[src/id3p_pkg.sv]
// Shared types and constants for the ID3v2.3 tag text parser.
`timescale 1ns / 1ps
package id3p_pkg;

	typedef enum logic [12:0] {
		PH_SEARCH   = 13'b0000000000001,
		PH_HDR_SKIP = 13'b0000000000010,
		PH_HDR_SIZE = 13'b0000000000100,
		PH_FRAME_ID = 13'b0000000001000,
		PH_FRAME_SZ = 13'b0000000010000,
		PH_FRAME_FL = 13'b0000000100000,
		PH_ENC      = 13'b0000001000000,
		PH_TEXT     = 13'b0000010000000,
		PH_SKIP     = 13'b0000100000000,
		PH_CLOSE    = 13'b0001000000000,
		PH_END_PEND = 13'b0010000000000,
		PH_DONE     = 13'b0100000000000,
		PH_HALT     = 13'b1000000000000
	} phase_t;

	localparam logic [2:0] EV_NO_TAG    = 3'd0;
	localparam logic [2:0] EV_HDR_DONE  = 3'd1;
	localparam logic [2:0] EV_TEXT_CHAR = 3'd2;
	localparam logic [2:0] EV_FRAME_END = 3'd3;
	localparam logic [2:0] EV_TRACK     = 3'd4;
	localparam logic [2:0] EV_TAG_END   = 3'd5;
	localparam logic [2:0] EV_ERROR     = 3'd6;

	localparam logic [1:0] ERR_NONE     = 2'd0;
	localparam logic [1:0] ERR_FRAME_ID = 2'd1;
	localparam logic [1:0] ERR_ENCODING = 2'd2;

	localparam logic [1:0] ENC_LATIN1 = 2'd0;
	localparam logic [1:0] ENC_UCS2   = 2'd1;
	localparam logic [1:0] ENC_UTF8   = 2'd3;

	localparam logic [2:0] SLOT_TRACK = 3'd4;
	localparam logic [20:0] REPLACEMENT = 21'h00FFFD;

	typedef logic [31:0] fourcc_t;
	localparam fourcc_t TEXT_IDS [5] = '{
		32'h54414C42, 32'h54434F4D, 32'h54495432, 32'h54504531, 32'h5452434B
	};
	localparam fourcc_t SKIP_IDS [17] = '{
		32'h41504943, 32'h434F4D4D, 32'h47454F42, 32'h504F504D, 32'h50524956,
		32'h53594C54, 32'h54434F4E, 32'h54434F50, 32'h54454E43, 32'h54504532,
		32'h54505542, 32'h54535345, 32'h54585858, 32'h54594552, 32'h574F4146,
		32'h574F4152, 32'h574F4153
	};

	// One result word
	typedef struct packed {
		logic [2:0]  kind;
		logic [2:0]  slot;
		logic [20:0] cp;
		logic [27:0] size;
		logic [7:0]  track;
		logic [1:0]  err;
	} result_t;

endpackage

[src/id3p_frame_class.sv]
// Frame id lookup: text slot, skip list or unknown.
`timescale 1ns / 1ps
module id3p_frame_class import id3p_pkg::*; (
	input  fourcc_t    frame_id,
	output logic       is_text,
	output logic [2:0] text_slot,
	output logic       is_skip
);

	// Compare against both id tables
	always_comb begin
		is_text = 1'b0;
		text_slot = 3'd0;
		is_skip = 1'b0;
		for (int i = 0; i < 5; i++) begin
			if (frame_id == TEXT_IDS[i]) begin
				is_text = 1'b1;
				text_slot = 3'(i);
			end
		end
		for (int i = 0; i < 17; i++) begin
			if (frame_id == SKIP_IDS[i]) is_skip = 1'b1;
		end
	end

endmodule

[src/id3v2_tag_text_parser.sv]
// Top level of the ID3v2.3 tag text parser: byte-wise header, frame and text decode.
`timescale 1ns / 1ps
//  channel  direction  payload                                       handshake
//  in       input      data_byte, stream_start                       in_valid / in_ready
//  out      output     event_kind, field_slot, code_point, tag_size,  out_valid / out_ready
//                      track_value, error_code
// One byte is taken per cycle while in_ready is high; its result word, if any, is registered at the accepting
// edge and shows on the outputs from the next cycle.
// Throughput is one byte per clock while in_ready is high, set by the single parse-state update per byte.
// arst_n clears the parse state to header search and empties the output register.
// in_ready falls only while a result word is held and out_ready is low.
module id3v2_tag_text_parser import id3p_pkg::*; (
	input  logic        clk,
	input  logic        arst_n,
	input  logic        in_valid,
	output logic        in_ready,
	input  logic [7:0]  data_byte,
	input  logic        stream_start,
	output logic        out_valid,
	input  logic        out_ready,
	output logic [2:0]  event_kind,
	output logic [2:0]  field_slot,
	output logic [20:0] code_point,
	output logic [27:0] tag_size,
	output logic [7:0]  track_value,
	output logic [1:0]  error_code
);

	phase_t      phase_q;
	logic [2:0]  cnt_q;
	logic [33:0] tag_left_q;
	fourcc_t     fid_q;
	logic [31:0] frame_left_q;
	logic [1:0]  enc_q;
	logic        be_q;
	logic [7:0]  low_q;
	logic [20:0] acc_q;
	logic [1:0]  pend_q;
	logic [7:0]  track_q;
	logic [2:0]  slot_q;
	logic        stop_q;

	phase_t      phase_d;
	logic [2:0]  cnt_d;
	logic [33:0] tag_left_d;
	fourcc_t     fid_d;
	logic [31:0] frame_left_d;
	logic [1:0]  enc_d;
	logic        be_d;
	logic [7:0]  low_d;
	logic [20:0] acc_d;
	logic [1:0]  pend_d;
	logic [7:0]  track_d;
	logic [2:0]  slot_d;
	logic        stop_d;

	logic        res_vld;
	result_t     res;
	logic        out_vld_q;
	result_t     out_q;

	logic        is_text, is_skip;
	logic [2:0]  text_slot;

	logic        accept;
	assign in_ready = !out_vld_q || out_ready;
	assign accept = in_valid && in_ready;

	id3p_frame_class u_class (
		.frame_id (fid_q),
		.is_text  (is_text),
		.text_slot(text_slot),
		.is_skip  (is_skip)
	);

	// Next-state and result logic for one byte
	always_comb begin
		logic [7:0]  b;
		logic [2:0]  k;
		logic [33:0] tag_dec;
		logic        got;
		logic [20:0] cp;
		logic [20:0] acc_n;
		logic [7:0]  mul;
		phase_t      ph;
		b = data_byte;
		ph = phase_q;
		cnt_d = cnt_q;
		tag_left_d = tag_left_q;
		fid_d = fid_q;
		frame_left_d = frame_left_q;
		enc_d = enc_q;
		be_d = be_q;
		low_d = low_q;
		acc_d = acc_q;
		pend_d = pend_q;
		track_d = track_q;
		slot_d = slot_q;
		stop_d = stop_q;
		if (stream_start) begin
			ph = PH_SEARCH;
			cnt_d = '0; tag_left_d = '0; fid_d = '0; frame_left_d = '0;
			enc_d = '0; be_d = 1'b0; low_d = '0; acc_d = '0; pend_d = '0;
			track_d = '0; slot_d = '0; stop_d = 1'b0;
		end
		phase_d = ph;
		res_vld = 1'b0;
		res = '0;
		got = 1'b0;
		cp = '0;
		acc_n = '0;
		mul = '0;
		tag_dec = (tag_left_d != 34'd0) ? tag_left_d - 34'd1 : tag_left_d;
		k = (cnt_d > 3'd2) ? 3'd2 : cnt_d;
		case (ph)
			PH_SEARCH: begin
				if (b != ((k == 3'd0) ? 8'h49 : (k == 3'd1) ? 8'h44 : 8'h33)) begin
					phase_d = PH_DONE;
					res_vld = 1'b1;
					res.kind = EV_NO_TAG;
				end else if (k == 3'd2) begin
					cnt_d = '0;
					phase_d = PH_HDR_SKIP;
				end else begin
					cnt_d = k + 3'd1;
				end
			end
			PH_HDR_SKIP: begin
				if (cnt_d >= 3'd2) begin
					cnt_d = '0;
					tag_left_d = '0;
					phase_d = PH_HDR_SIZE;
				end else begin
					cnt_d = cnt_d + 3'd1;
				end
			end
			PH_HDR_SIZE: begin
				tag_left_d = {6'd0, tag_left_d[20:0], b[6:0]};
				if (cnt_d >= 3'd3) begin
					cnt_d = '0;
					fid_d = '0;
					phase_d = (tag_left_d == 34'd0) ? PH_END_PEND : PH_FRAME_ID;
					res_vld = 1'b1;
					res.kind = EV_HDR_DONE;
					res.size = tag_left_d[27:0];
				end else begin
					cnt_d = cnt_d + 3'd1;
				end
			end
			PH_FRAME_ID: begin
				tag_left_d = tag_dec;
				fid_d = {fid_d[23:0], b};
				if (cnt_d >= 3'd3) begin
					cnt_d = '0;
					if (fid_d == 32'd0) begin
						phase_d = PH_DONE;
						res_vld = 1'b1;
						res.kind = EV_TAG_END;
					end else begin
						frame_left_d = '0;
						phase_d = PH_FRAME_SZ;
					end
				end else begin
					cnt_d = cnt_d + 3'd1;
				end
			end
			PH_FRAME_SZ: begin
				tag_left_d = tag_dec;
				frame_left_d = {frame_left_d[23:0], b};
				if (cnt_d >= 3'd3) begin
					cnt_d = '0;
					phase_d = PH_FRAME_FL;
				end else begin
					cnt_d = cnt_d + 3'd1;
				end
			end
			PH_FRAME_FL: begin
				tag_left_d = tag_dec;
				if (cnt_d >= 3'd1) begin
					cnt_d = '0;
					track_d = '0;
					stop_d = 1'b0;
					if (is_text) begin
						slot_d = text_slot;
						phase_d = (frame_left_d == 32'd0) ? PH_CLOSE : PH_ENC;
					end else if (is_skip) begin
						slot_d = '0;
						phase_d = (frame_left_d == 32'd0) ? PH_CLOSE : PH_SKIP;
					end else begin
						phase_d = PH_HALT;
						res_vld = 1'b1;
						res.kind = EV_ERROR;
						res.err = ERR_FRAME_ID;
					end
				end else begin
					cnt_d = cnt_d + 3'd1;
				end
			end
			PH_ENC: begin
				tag_left_d = tag_dec;
				frame_left_d = frame_left_d - 32'd1;
				if (b != 8'd0 && b != 8'd1 && b != 8'd3) begin
					phase_d = PH_HALT;
					res_vld = 1'b1;
					res.kind = EV_ERROR;
					res.err = ERR_ENCODING;
				end else begin
					enc_d = b[1:0];
					cnt_d = '0;
					pend_d = '0;
					acc_d = '0;
					phase_d = (frame_left_d == 32'd0) ? PH_CLOSE : PH_TEXT;
				end
			end
			PH_TEXT: begin
				tag_left_d = tag_dec;
				frame_left_d = frame_left_d - 32'd1;
				case (enc_d)
					ENC_LATIN1: begin
						got = 1'b1;
						cp = {13'd0, b};
					end
					ENC_UCS2: begin
						case (cnt_d)
							3'd0: begin low_d = b; cnt_d = 3'd1; end
							3'd1: begin
								be_d = (low_d == 8'hFE) && (b == 8'hFF);
								cnt_d = 3'd2;
							end
							3'd2: begin low_d = b; cnt_d = 3'd3; end
							default: begin
								got = 1'b1;
								cp = be_d ? {5'd0, low_d, b} : {5'd0, b, low_d};
								cnt_d = 3'd2;
							end
						endcase
					end
					ENC_UTF8: begin
						if (pend_d != 2'd0 && b[7:6] == 2'b10) begin
							acc_n = {acc_d[14:0], b[5:0]};
							acc_d = acc_n;
							pend_d = pend_d - 2'd1;
							if (pend_d == 2'd0) begin
								got = 1'b1;
								cp = (acc_n > 21'h10FFFF) ? REPLACEMENT : acc_n;
							end
						end else begin
							pend_d = 2'd0;
							if (!b[7]) begin
								got = 1'b1;
								cp = {13'd0, b};
							end else if (b[7:5] == 3'b110) begin
								acc_d = {16'd0, b[4:0]}; pend_d = 2'd1;
							end else if (b[7:4] == 4'b1110) begin
								acc_d = {17'd0, b[3:0]}; pend_d = 2'd2;
							end else if (b[7:3] == 5'b11110) begin
								acc_d = {18'd0, b[2:0]}; pend_d = 2'd3;
							end else begin
								got = 1'b1;
								cp = REPLACEMENT;
							end
						end
					end
					default: ;
				endcase
				if (frame_left_d == 32'd0) phase_d = PH_CLOSE;
				if (got) begin
					if (slot_d == SLOT_TRACK) begin
						if (!stop_d) begin
							if (cp >= 21'h30 && cp <= 21'h39) begin
								mul = {track_d[6:0], 1'b0} + {track_d[4:0], 3'b000};
								track_d = mul + (cp[7:0] - 8'h30);
							end else begin
								stop_d = 1'b1;
							end
						end
					end else begin
						res_vld = 1'b1;
						res.kind = EV_TEXT_CHAR;
						res.slot = slot_d;
						res.cp = cp;
					end
				end
			end
			PH_SKIP: begin
				tag_left_d = tag_dec;
				frame_left_d = frame_left_d - 32'd1;
				if (frame_left_d == 32'd0) phase_d = PH_CLOSE;
			end
			PH_CLOSE: begin
				if (tag_left_d == 34'd0) begin
					phase_d = PH_END_PEND;
				end else begin
					tag_left_d = tag_dec;
					fid_d = {24'd0, b};
					cnt_d = 3'd1;
					phase_d = PH_FRAME_ID;
				end
				res_vld = 1'b1;
				res.slot = slot_d;
				if (slot_d == SLOT_TRACK) begin
					res.kind = EV_TRACK;
					res.track = track_d;
				end else begin
					res.kind = EV_FRAME_END;
				end
			end
			PH_END_PEND: begin
				phase_d = PH_DONE;
				res_vld = 1'b1;
				res.kind = EV_TAG_END;
			end
			default: ;
		endcase
	end

	// Parse state
	always_ff @(posedge clk or negedge arst_n) begin
		if (!arst_n) begin
			phase_q <= PH_SEARCH;
			cnt_q <= '0;
			tag_left_q <= '0;
			fid_q <= '0;
			frame_left_q <= '0;
			enc_q <= '0;
			be_q <= 1'b0;
			low_q <= '0;
			acc_q <= '0;
			pend_q <= '0;
			track_q <= '0;
			slot_q <= '0;
			stop_q <= 1'b0;
		end else if (accept) begin
			phase_q <= phase_d;
			cnt_q <= cnt_d;
			tag_left_q <= tag_left_d;
			fid_q <= fid_d;
			frame_left_q <= frame_left_d;
			enc_q <= enc_d;
			be_q <= be_d;
			low_q <= low_d;
			acc_q <= acc_d;
			pend_q <= pend_d;
			track_q <= track_d;
			slot_q <= slot_d;
			stop_q <= stop_d;
		end
	end

	// Output word register
	always_ff @(posedge clk or negedge arst_n) begin
		if (!arst_n) begin
			out_vld_q <= 1'b0;
		end else if (in_ready) begin
			out_vld_q <= accept && res_vld;
		end
	end

	always_ff @(posedge clk) begin
		if (accept && res_vld) begin
			out_q <= res;
		end
	end

	assign out_valid = out_vld_q;
	assign event_kind = out_q.kind;
	assign field_slot = out_q.slot;
	assign code_point = out_q.cp;
	assign tag_size = out_q.size;
	assign track_value = out_q.track;
	assign error_code = out_q.err;

endmodule
[config.mk]
export PLATFORM = sky130hd
export DESIGN_NAME = id3v2_tag_text_parser
export DESIGN_NICKNAME = d
export VERILOG_FILES = /design/src/id3p_pkg.sv /design/src/id3p_frame_class.sv /design/src/id3v2_tag_text_parser.sv
export SDC_FILE = /design/constraint.sdc
export NUM_CORES = 1
export LEC_CHECK = 0
export BUFFER_PORTS_ARGS = -buffer_cell sky130_fd_sc_hd__buf_2
export CAP_MARGIN = 5
export CORE_MARGIN = 3
export CORE_UTILIZATION = 57
export CTS_BUF_LIST = sky130_fd_sc_hd__clkbuf_4
export DETAILED_ROUTE_END_ITERATION = 8
export GPL_TIMING_DRIVEN = 1
export HOLD_SLACK_MARGIN = 0.1
export PLACE_DENSITY = 0.75
export SETUP_SLACK_MARGIN = 0.15
export SYNTH_ARGS = -nofsm -noshare
export SYNTH_HDL_FRONTEND = slang
export SYNTH_SLANG_ARGS = --single-unit
export TNS_END_PERCENT = 10
[constraint.sdc]
create_clock -name clk -period 9.5 [get_ports clk]
set_input_delay 0.95 -clock clk [delete_from_list [all_inputs] [get_ports clk]]
set_output_delay 0.95 -clock clk [all_outputs]
set_load 0.1 [all_outputs]
After elaboration in Yosys (flattened, before gate mapping)
Cells that the tools add are included.

storage, ports and cells
  input port bits = 13
  logic and storage cells = 285
  bits in registers = 226

operators by class
  reductions and logical operators = 31
  bitwise operators = 2
  magnitude comparators = 7
  equal/unequal tests = 49
  add/sub/neg operators = 8
  multiplexer cells = 168

operator list
  operator                                            count
  == test 32 x 31 -> 1 bit, second input constant     22
  2-to-1 mux 21 bit                                   12
  2-to-1 mux 32 bit                                   6
  one-hot mux 32 bit (3 select lines)                 2
  2-to-1 mux 13 bit                                   12
  2-to-1 mux 34 bit                                   4
  one-hot mux 34 bit (4 select lines)                 1
  one-hot mux 13 bit (10 select lines)                1
  zero test 32 bit                                    3
  2-to-1 mux 16 bit                                   6
  2-to-1 mux 8 bit                                    10
  2-to-1 mux 3 bit                                    23
  one-hot mux 21 bit (3 select lines)                 1
  2-to-1 mux 1 bit                                    55
  2-to-1 mux 26 bit                                   2
  one-hot mux 21 bit (2 select lines)                 1
  one-hot mux 3 bit (7 select lines)                  2
  zero test 34 bit                                    1
  nonzero test 34 bit                                 1
  subtractor 34 x 1 -> 34 bit, second input constant  1
  subtractor 32 x 1 -> 32 bit, second input constant  1
  2-to-1 mux 10 bit                                   3
  zero test 28 bit                                    1
  2-to-1 mux 2 bit                                    14
  53 further kinds                                    80

Logic depth before layout (Yosys ltp)
  word-level depth = 23
  mapped depth = 23
  depth with buffers taken out = 18

Hierarchy
Synthesis repeated with hierarchy kept, for this count alone.

unflattened totals
  cell total of the unflattened synthesis = 1706
  area total of the unflattened synthesis = 14706.6 µm²

by module, submodules not included
  module                 area an instance (µm²)  instances  cells an instance
  id3v2_tag_text_parser  13952.1                 1          1596
  id3p_frame_class       754.5                   1          110

Worst setup path after synthesis
No wires, ideal clock.

  kind = input port to flip-flop
  start = in stream_start
  end = reg out_q (netlist bit code_point[0]) (enable)
  cell stages on the path = 16
  data required time = 8.971 ns
  setup time = 0.529 ns
  path buffers = 7
  setup slack = 1.649 ns
  arrival time = 7.323 ns
  cells stage by stage = buf_2 inv_1 clkbuf_1 clkbuf_1 clkbuf_1 buf_1 nand2_1 inv_1 ha_1 clkbuf_1 nor2_1 nor3_1 o41ai_1 nand2b_1 clkbuf_1 a31oi_1

between the ends
  cells in the longest elaborated chain, start to end = 10
  elaborated cells between the ends (all ways) = 51
  those cells by class = 1 x add/sub; 3 x order compare; 15 x eq/ne; 22 x mux; 10 x reduce/logical

RTL lines
  element                                                                   line                                                        text
  start, declared                                                           id3v2_tag_text_parser.sv:18                                 input logic stream_start,
  2-to-1 mux 3 bit or 2-to-1 mux 2 bit (tied branches)                      id3v2_tag_text_parser.sv:100                                if (stream_start) begin
  > comparator 3 x 2 -> 1 bit or subtractor 2 x 1 -> 2 bit (tied branches)  id3v2_tag_text_parser.sv:114, id3v2_tag_text_parser.sv:242
  2-to-1 mux 3 bit or zero test 2 bit (tied branches)                       id3v2_tag_text_parser.sv:114, id3v2_tag_text_parser.sv:243
  == test 3 x 1 -> 1 bit or 2-to-1 mux 1 bit (tied branches)                id3v2_tag_text_parser.sv:117, id3v2_tag_text_parser.sv:243
  2-to-1 mux 7 bit or 2-to-1 mux 1 bit (tied branches)                      id3v2_tag_text_parser.sv:117, id3v2_tag_text_parser.sv:239
  2-to-1 mux 7 bit or one-hot mux 1 bit (3 select lines) (tied branches)    id3v2_tag_text_parser.sv:117, id3v2_tag_text_parser.sv:218
  inequality test 8 x 7 -> 1 bit or 2-to-1 mux 1 bit (tied branches)        id3v2_tag_text_parser.sv:117, id3v2_tag_text_parser.sv:115
  2-to-1 mux 1 bit (on tied branches)                                       id3v2_tag_text_parser.sv:117, id3v2_tag_text_parser.sv:267
  one-hot mux 1 bit (7 select lines) (*)                                    id3v2_tag_text_parser.sv:115                                case (ph)
  logical AND 1 bit (*)                                                     id3v2_tag_text_parser.sv:360                                if (accept && res_vld) begin
  end signal, assigned                                                      id3v2_tag_text_parser.sv:361                                out_q <= res;
  end, declared                                                             id3v2_tag_text_parser.sv:60                                 result_t out_q;

Mark *: on every way between the ends. The rest lies on a longest branch, timed or not. The select of a mux whose other input is x is not followed.
A chain may end at the register's enable or synchronous reset.

Worst setup path in the final report
  start = in stream_start
  end = reg track_q[7]

between the ends
  cells in the longest elaborated chain, start to end = 14
  elaborated cells between the ends (all ways) = 50
  those cells by class = 4 x add/sub; 4 x order compare; 7 x eq/ne; 28 x mux; 7 x reduce/logical

RTL lines
  element                                                           line                                                        text
  2-to-1 mux 21 bit or 2-to-1 mux 2 bit (tied branches)             id3v2_tag_text_parser.sv:100
  > comparator 21 bit or subtractor 2 x 1 -> 2 bit (tied branches)  id3v2_tag_text_parser.sv:245, id3v2_tag_text_parser.sv:242
  2-to-1 mux 21 bit or zero test 2 bit (tied branches)              id3v2_tag_text_parser.sv:245, id3v2_tag_text_parser.sv:243
  2-to-1 mux 21 bit                                                 id3v2_tag_text_parser.sv:243                                if (pend_d == 2'd0) begin
  2-to-1 mux 21 bit                                                 id3v2_tag_text_parser.sv:239                                if (pend_d != 2'd0 && b[7:6] == 2'b10) begin
  one-hot mux 21 bit (3 select lines)                               id3v2_tag_text_parser.sv:218                                case (enc_d)
  2-to-1 mux 21 bit                                                 id3v2_tag_text_parser.sv:115
  subtractor 8 x 6 -> 8 bit (tied with other cells)                 id3v2_tag_text_parser.sv:272                                track_d = mul + (cp[7:0] - 8'h30);
  adder 8 bit or logical AND 1 bit (tied branches)                  id3v2_tag_text_parser.sv:272, id3v2_tag_text_parser.sv:270
  2-to-1 mux 8 bit                                                  id3v2_tag_text_parser.sv:270                                if (cp >= 21'h30 && cp <= 21'h39) begin
  2-to-1 mux 8 bit                                                  id3v2_tag_text_parser.sv:269                                if (!stop_d) begin
  2-to-1 mux 8 bit                                                  id3v2_tag_text_parser.sv:268                                if (slot_d == SLOT_TRACK) begin
  2-to-1 mux 8 bit                                                  id3v2_tag_text_parser.sv:267                                if (got) begin
  one-hot mux 8 bit (2 select lines) (*)                            id3v2_tag_text_parser.sv:115
  end signal, assigned                                              id3v2_tag_text_parser.sv:344                                track_q <= track_d;
  end, declared                                                     id3v2_tag_text_parser.sv:39                                 logic [7:0] track_q;

Marked as above.

==> results by stage <==
Clocking:
- The clock net in this run drives a total of 220 sinks.
- The number of hold-repair buffers added at the cts stage is 0.
- After clock tree synthesis, the clock-pin slew on the worst setup and hold paths is 70 ps.
- After clock tree synthesis, the setup repair step added 0 buffers.
- The tree is rooted in a sky130_fd_sc_hd__clkbuf_4.
- TritonCTS built the clock tree.
- The later pin in the worst-skew pair is clocked with a latency of 710 ps.
- The quantity of gates resized following cts is 0.
- Counting the buffers created by CTS gives 58.
- No sink is reached through more buffers than the 3 on the longest clock path.
- The number of H-tree branching levels is 2.

Floorplan:
- Once the floorplan was initialized, standard cells occupied 58.59% of the core.
- The die span in x is 164.8 um.
- The placeable core region is 24530 um^2.
- The total die area is 27160 um^2.
- The die is 164.8 um tall.
- The total number of placement rows is 57.
- The number of top-level pins is 80.

Worst setup path:
- The endpoint identified for the worst register-to-register timing path is track_q[7].
- The critical setup path kind is in2reg.
- The critical path goes through buf_4 > inv_2 > nand2_1 > ha_1 > or3b_1 > o21ai_1 > o211ai_1 > a221oi_1 > fa_1 > inv_1 > ha_1 > ha_1 > fa_1 > a21o_1 > a21oi_1 > xnor2_1 > xnor2_1 > mux2i_1.
- The largest single stage delay on the critical path is 640 ps.
- The worst setup path startpoint is stream_start.
- In this run the worst path has a maximum fanout of 54.
- The number of cells on the worst reg-to-reg path is 16.
- In this run the critical register-to-register path is launched from pend_q[0].
- The kind of end point of the critical path is a flop.
- The worst-case register-to-register setup slack is 4820 ps.
- For this design, the slowest cell found on the critical path is sky130_fd_sc_hd__a221oi_1.
- The arrival time reported for the critical path endpoint is 5670 ps.
- The last element of the critical path is track_q[7].
- The kind of launch point of the worst setup path is an input port.
- Data on the critical path is required at its endpoint by 10070 ps.
- The cell repeated most along the worst path is sky130_fd_sc_hd__ha_1.

Timing:
- In the final timing run, aggregate negative setup slack is 0 ps.
- The final cycle utilization of the critical path is 53.63%.
- Setup repair after global routing left no endpoint under its margin.
- The number of pins exceeding their max-slew limit in the final report is 0.
- Headroom to the max-slew limit came out at 15.48%.
- The final count of negative-setup-slack endpoints is 0.
- The number of hold-slack violations in the final timing report came to 0.
- For this run, the top clock speed supported by timing is 0.1963 GHz.
- At the pin with the least slew margin, the transition time is 1263 ps.
- The worst hold slack is 320.8 ps.
- The clock arrives with 36.71 ps of skew.
- The minimum clock period after layout is 5095 ps.

Hold path:
- The type of the tightest min-delay check is in2async.

Global route:
- The first-pass GRT wire length is 69.23 mm.
- After global routing the overflow that remains totals 0.
- The via count of the first global-routing pass is 13080.
- The all-layer global routing usage is 31.39%.
- Entering global routing, the biggest net connects 96 pins.
- The initial antenna violation count is 1.

Route:
- In the routed design, unresolved DRC markers number 0.
- In this run, the number of DRC markers left after iteration 0 of detailed routing was 1754.
- The overall routed net length is 42.29 mm.
- For this block, the via count after detailed routing is 13720.
- Before antenna repair, the detailed router went through 6 iterations.
- The detailed-route wire length per cell is 20.65 um.
- The count of nets left with antenna violations once routing finished came out at 0.
- The number of vias per cell after detailed routing is 6.700.

Cells and area:
- Leaving out fill and tap cells, the most frequent cells in the layout are 174 x sky130_fd_sc_hd__nand2_1, 155 x sky130_fd_sc_hd__nor2_1, 154 x sky130_fd_sc_hd__dfrtp_1.
- The layout overhead on the synthesized area is 8.261%.
- Leaving out fill and tap cells, the most frequent cell in the layout is sky130_fd_sc_hd__nand2_1.
- The final layout contains 1717 nets.
- The number of fillers in the final layout is 2133.
- The share of final-layout standard cells stronger than drive strength 1 is 13.76%.

Synthesis:
- The number of warnings issued by yosys is 0.
- After synthesis the cells add up to 14370 um^2.
- The mean instance size in the synthesized netlist is 8.733 um^2.
- The number of enable-type register cells in the synthesized netlist is 65.
- Synthesis handed over a netlist of 1646 instances.
- The most used flip-flop cell after synthesis is sky130_fd_sc_hd__dfrtp_1.
- Summing the sequential cell areas from Yosys gives 40.57% of the chip area.
- The synthesized netlist net count is 1687.
- For this run, asynchronously set or reset flops after synthesis account for 70.45%.
- The post-synthesis cell type count is 102.
- After synthesis the netlist holds a flip-flop and latch count of 220.

Placement:
- After legalization and detailed placement, the total HPWL measured 28.33 mm.
- The count of input and output buffers is 79.
- The congestion estimate from routability-driven global placement came to 0.9544.

Power:
- The power density of the placed cells is 217.7 nW/um^2.
- The analysis attributes to net switching a power of 0.001479 W.
- The share of total power in combinational logic is 37.5%.
- The sequential cell fraction of total power is 37.2%.
- The analysis attributes to cell leakage a power of 6.420 nW.
- The clock share of power is 25.4%.
- Net switching is 43.67% of the power.
- The peak supply drop is 155.2 uV.
- The internal portion of the total power is 0.001908 W.

Run status:
- The run finished with clean final reports.

Job:
- The number of max-capacitance violations reported is 0.
[power groups by stage]
stage | sequential (W) | combinational (W) | clock (W)
after detailed placement | 0.00127 | 0.00125 | 0
after global routing | 0.00128 | 0.00137 | 0.000928
final | 0.00126 | 0.00127 | 0.000859
after global placement | 0.00127 | 0.00122 | 0
after CTS | 0.00125 | 0.00125 | 0.000880
after floorplan | 0.00149 | 0.000749 | 0
[cells by family after synthesis]
group / synth area share (%)
buf+inv: 4.875
fa+ha+maj: 2.699
simple gates: 25.47
flops: 40.57
compound gates: 23.25
xor+xnor: 1.462
mux: 1.671
[Yosys cell counts (all sizes together), types with 10 or more instances]
cell    count  share of area [%]
xnor2      18                1.1
and2       27                1.2
o31ai      18               0.94
nand4      25                1.1
a21o       16               0.84
a22oi      33                1.7
a22o       53                3.2
nor2b      34                1.5
dfrtp     154                 27
or3        20               0.91
mux2i      18                1.3
clkbuf     88                2.3
nand2     176                4.6
o21ai     126                4.4
nor3b      17               0.89
nor2      157                4.2
o211ai     12               0.63
o22ai      10               0.44
nand3      47                1.7
a21oi      96                3.4
a221oi     11               0.67
or4        16               0.89
a31oi      15               0.70
nand2b     13               0.57
nor4       41                2.1
inv        46                1.2
nor3       61                2.6
ha         23                2.0
edfxtp     65                 14
buf        36                1.4
and3       15               0.65
[metal layers]
layer | track usage (%) | up-vias | wire (um)
met5 | 0 | - | 0
met4 | 11.44 | 0 | 1218
met3 | 5.769 | 131 | 4468
met2 | 48.37 | 843 | 19090
met1 | 44.42 | 6515 | 17510
li1 | - | 6233 | -
[final cells by class]
class,instances,area [um^2],share of cell area [%]
clock buffers,88,660.6,4.245
well taps,324,405.4,2.605
diodes,1,2.502,0.01608
flip-flops and latches,220,5832,37.48
inverters,46,172.7,1.110
repair buffers,94,516.7,3.321
multi-input cells,1256,7865,50.54
clock inverters,19,106.4,0.6834
[state kept, by name, indices dropped and copies added, names as in the netlist]
name / cells
acc_q: 15
be_q: 1
cnt_q: 3
code_point: 21
enc_q: 2
error_code: 2
event_kind: 3
fid_q: 32
field_slot: 3
frame_left_q: 32
low_q: 8
out_valid: 1
pend_q: 2
phase_q: 13
slot_q: 3
stop_q: 1
tag_left_q: 34
tag_size: 28
track_q: 8
track_value: 8
[through the flow]
stage | power [W] | area (um^2) | std cells | utilization, % | worst slack (ps)
after floorplan | 0.002237 | 14370 | 1646 | - | 1649
after global placement | 0.002492 | 14790 | 1940 | 60.29 | 3942
after detailed placement | 0.002515 | 14790 | 1940 | 60.29 | 3776
after CTS | 0.003383 | 15560 | 2047 | 63.42 | 4524
after global routing | 0.003576 | 15560 | 2048 | 63.43 | 4187
final | 0.003388 | 15560 | 2048 | 63.43 | 4405
[how the worst min path moves through the flow]
stage / from / endpoint / slack, ps / cells after the start
after floorplan: pend_q[1] / pend_q[1] / 450 / 2
after global placement: tag_left_q[31] / tag_left_q[31] / 470 / 1
after detailed placement: pend_q[1] / pend_q[1] / 480 / 2
after CTS: arst_n / phase_q[9] / 340 / 1
final: arst_n / tag_left_q[16] / 320 / 1
after global routing: arst_n / tag_left_q[16] / 370 / 1
[worst max-delay path: cells and delay by family]
| kind | cells | cell delay (ps) |
|---|---|---|
| mux | 1 | 80 |
| compound gates | 5 | 1470 |
| xor+xnor | 2 | 280 |
| simple gates | 2 | 630 |
| buf+inv | 3 | 550 |
| fa+ha+maj | 5 | 1670 |
No activity file was read; power rests on OpenSTA's default activity.
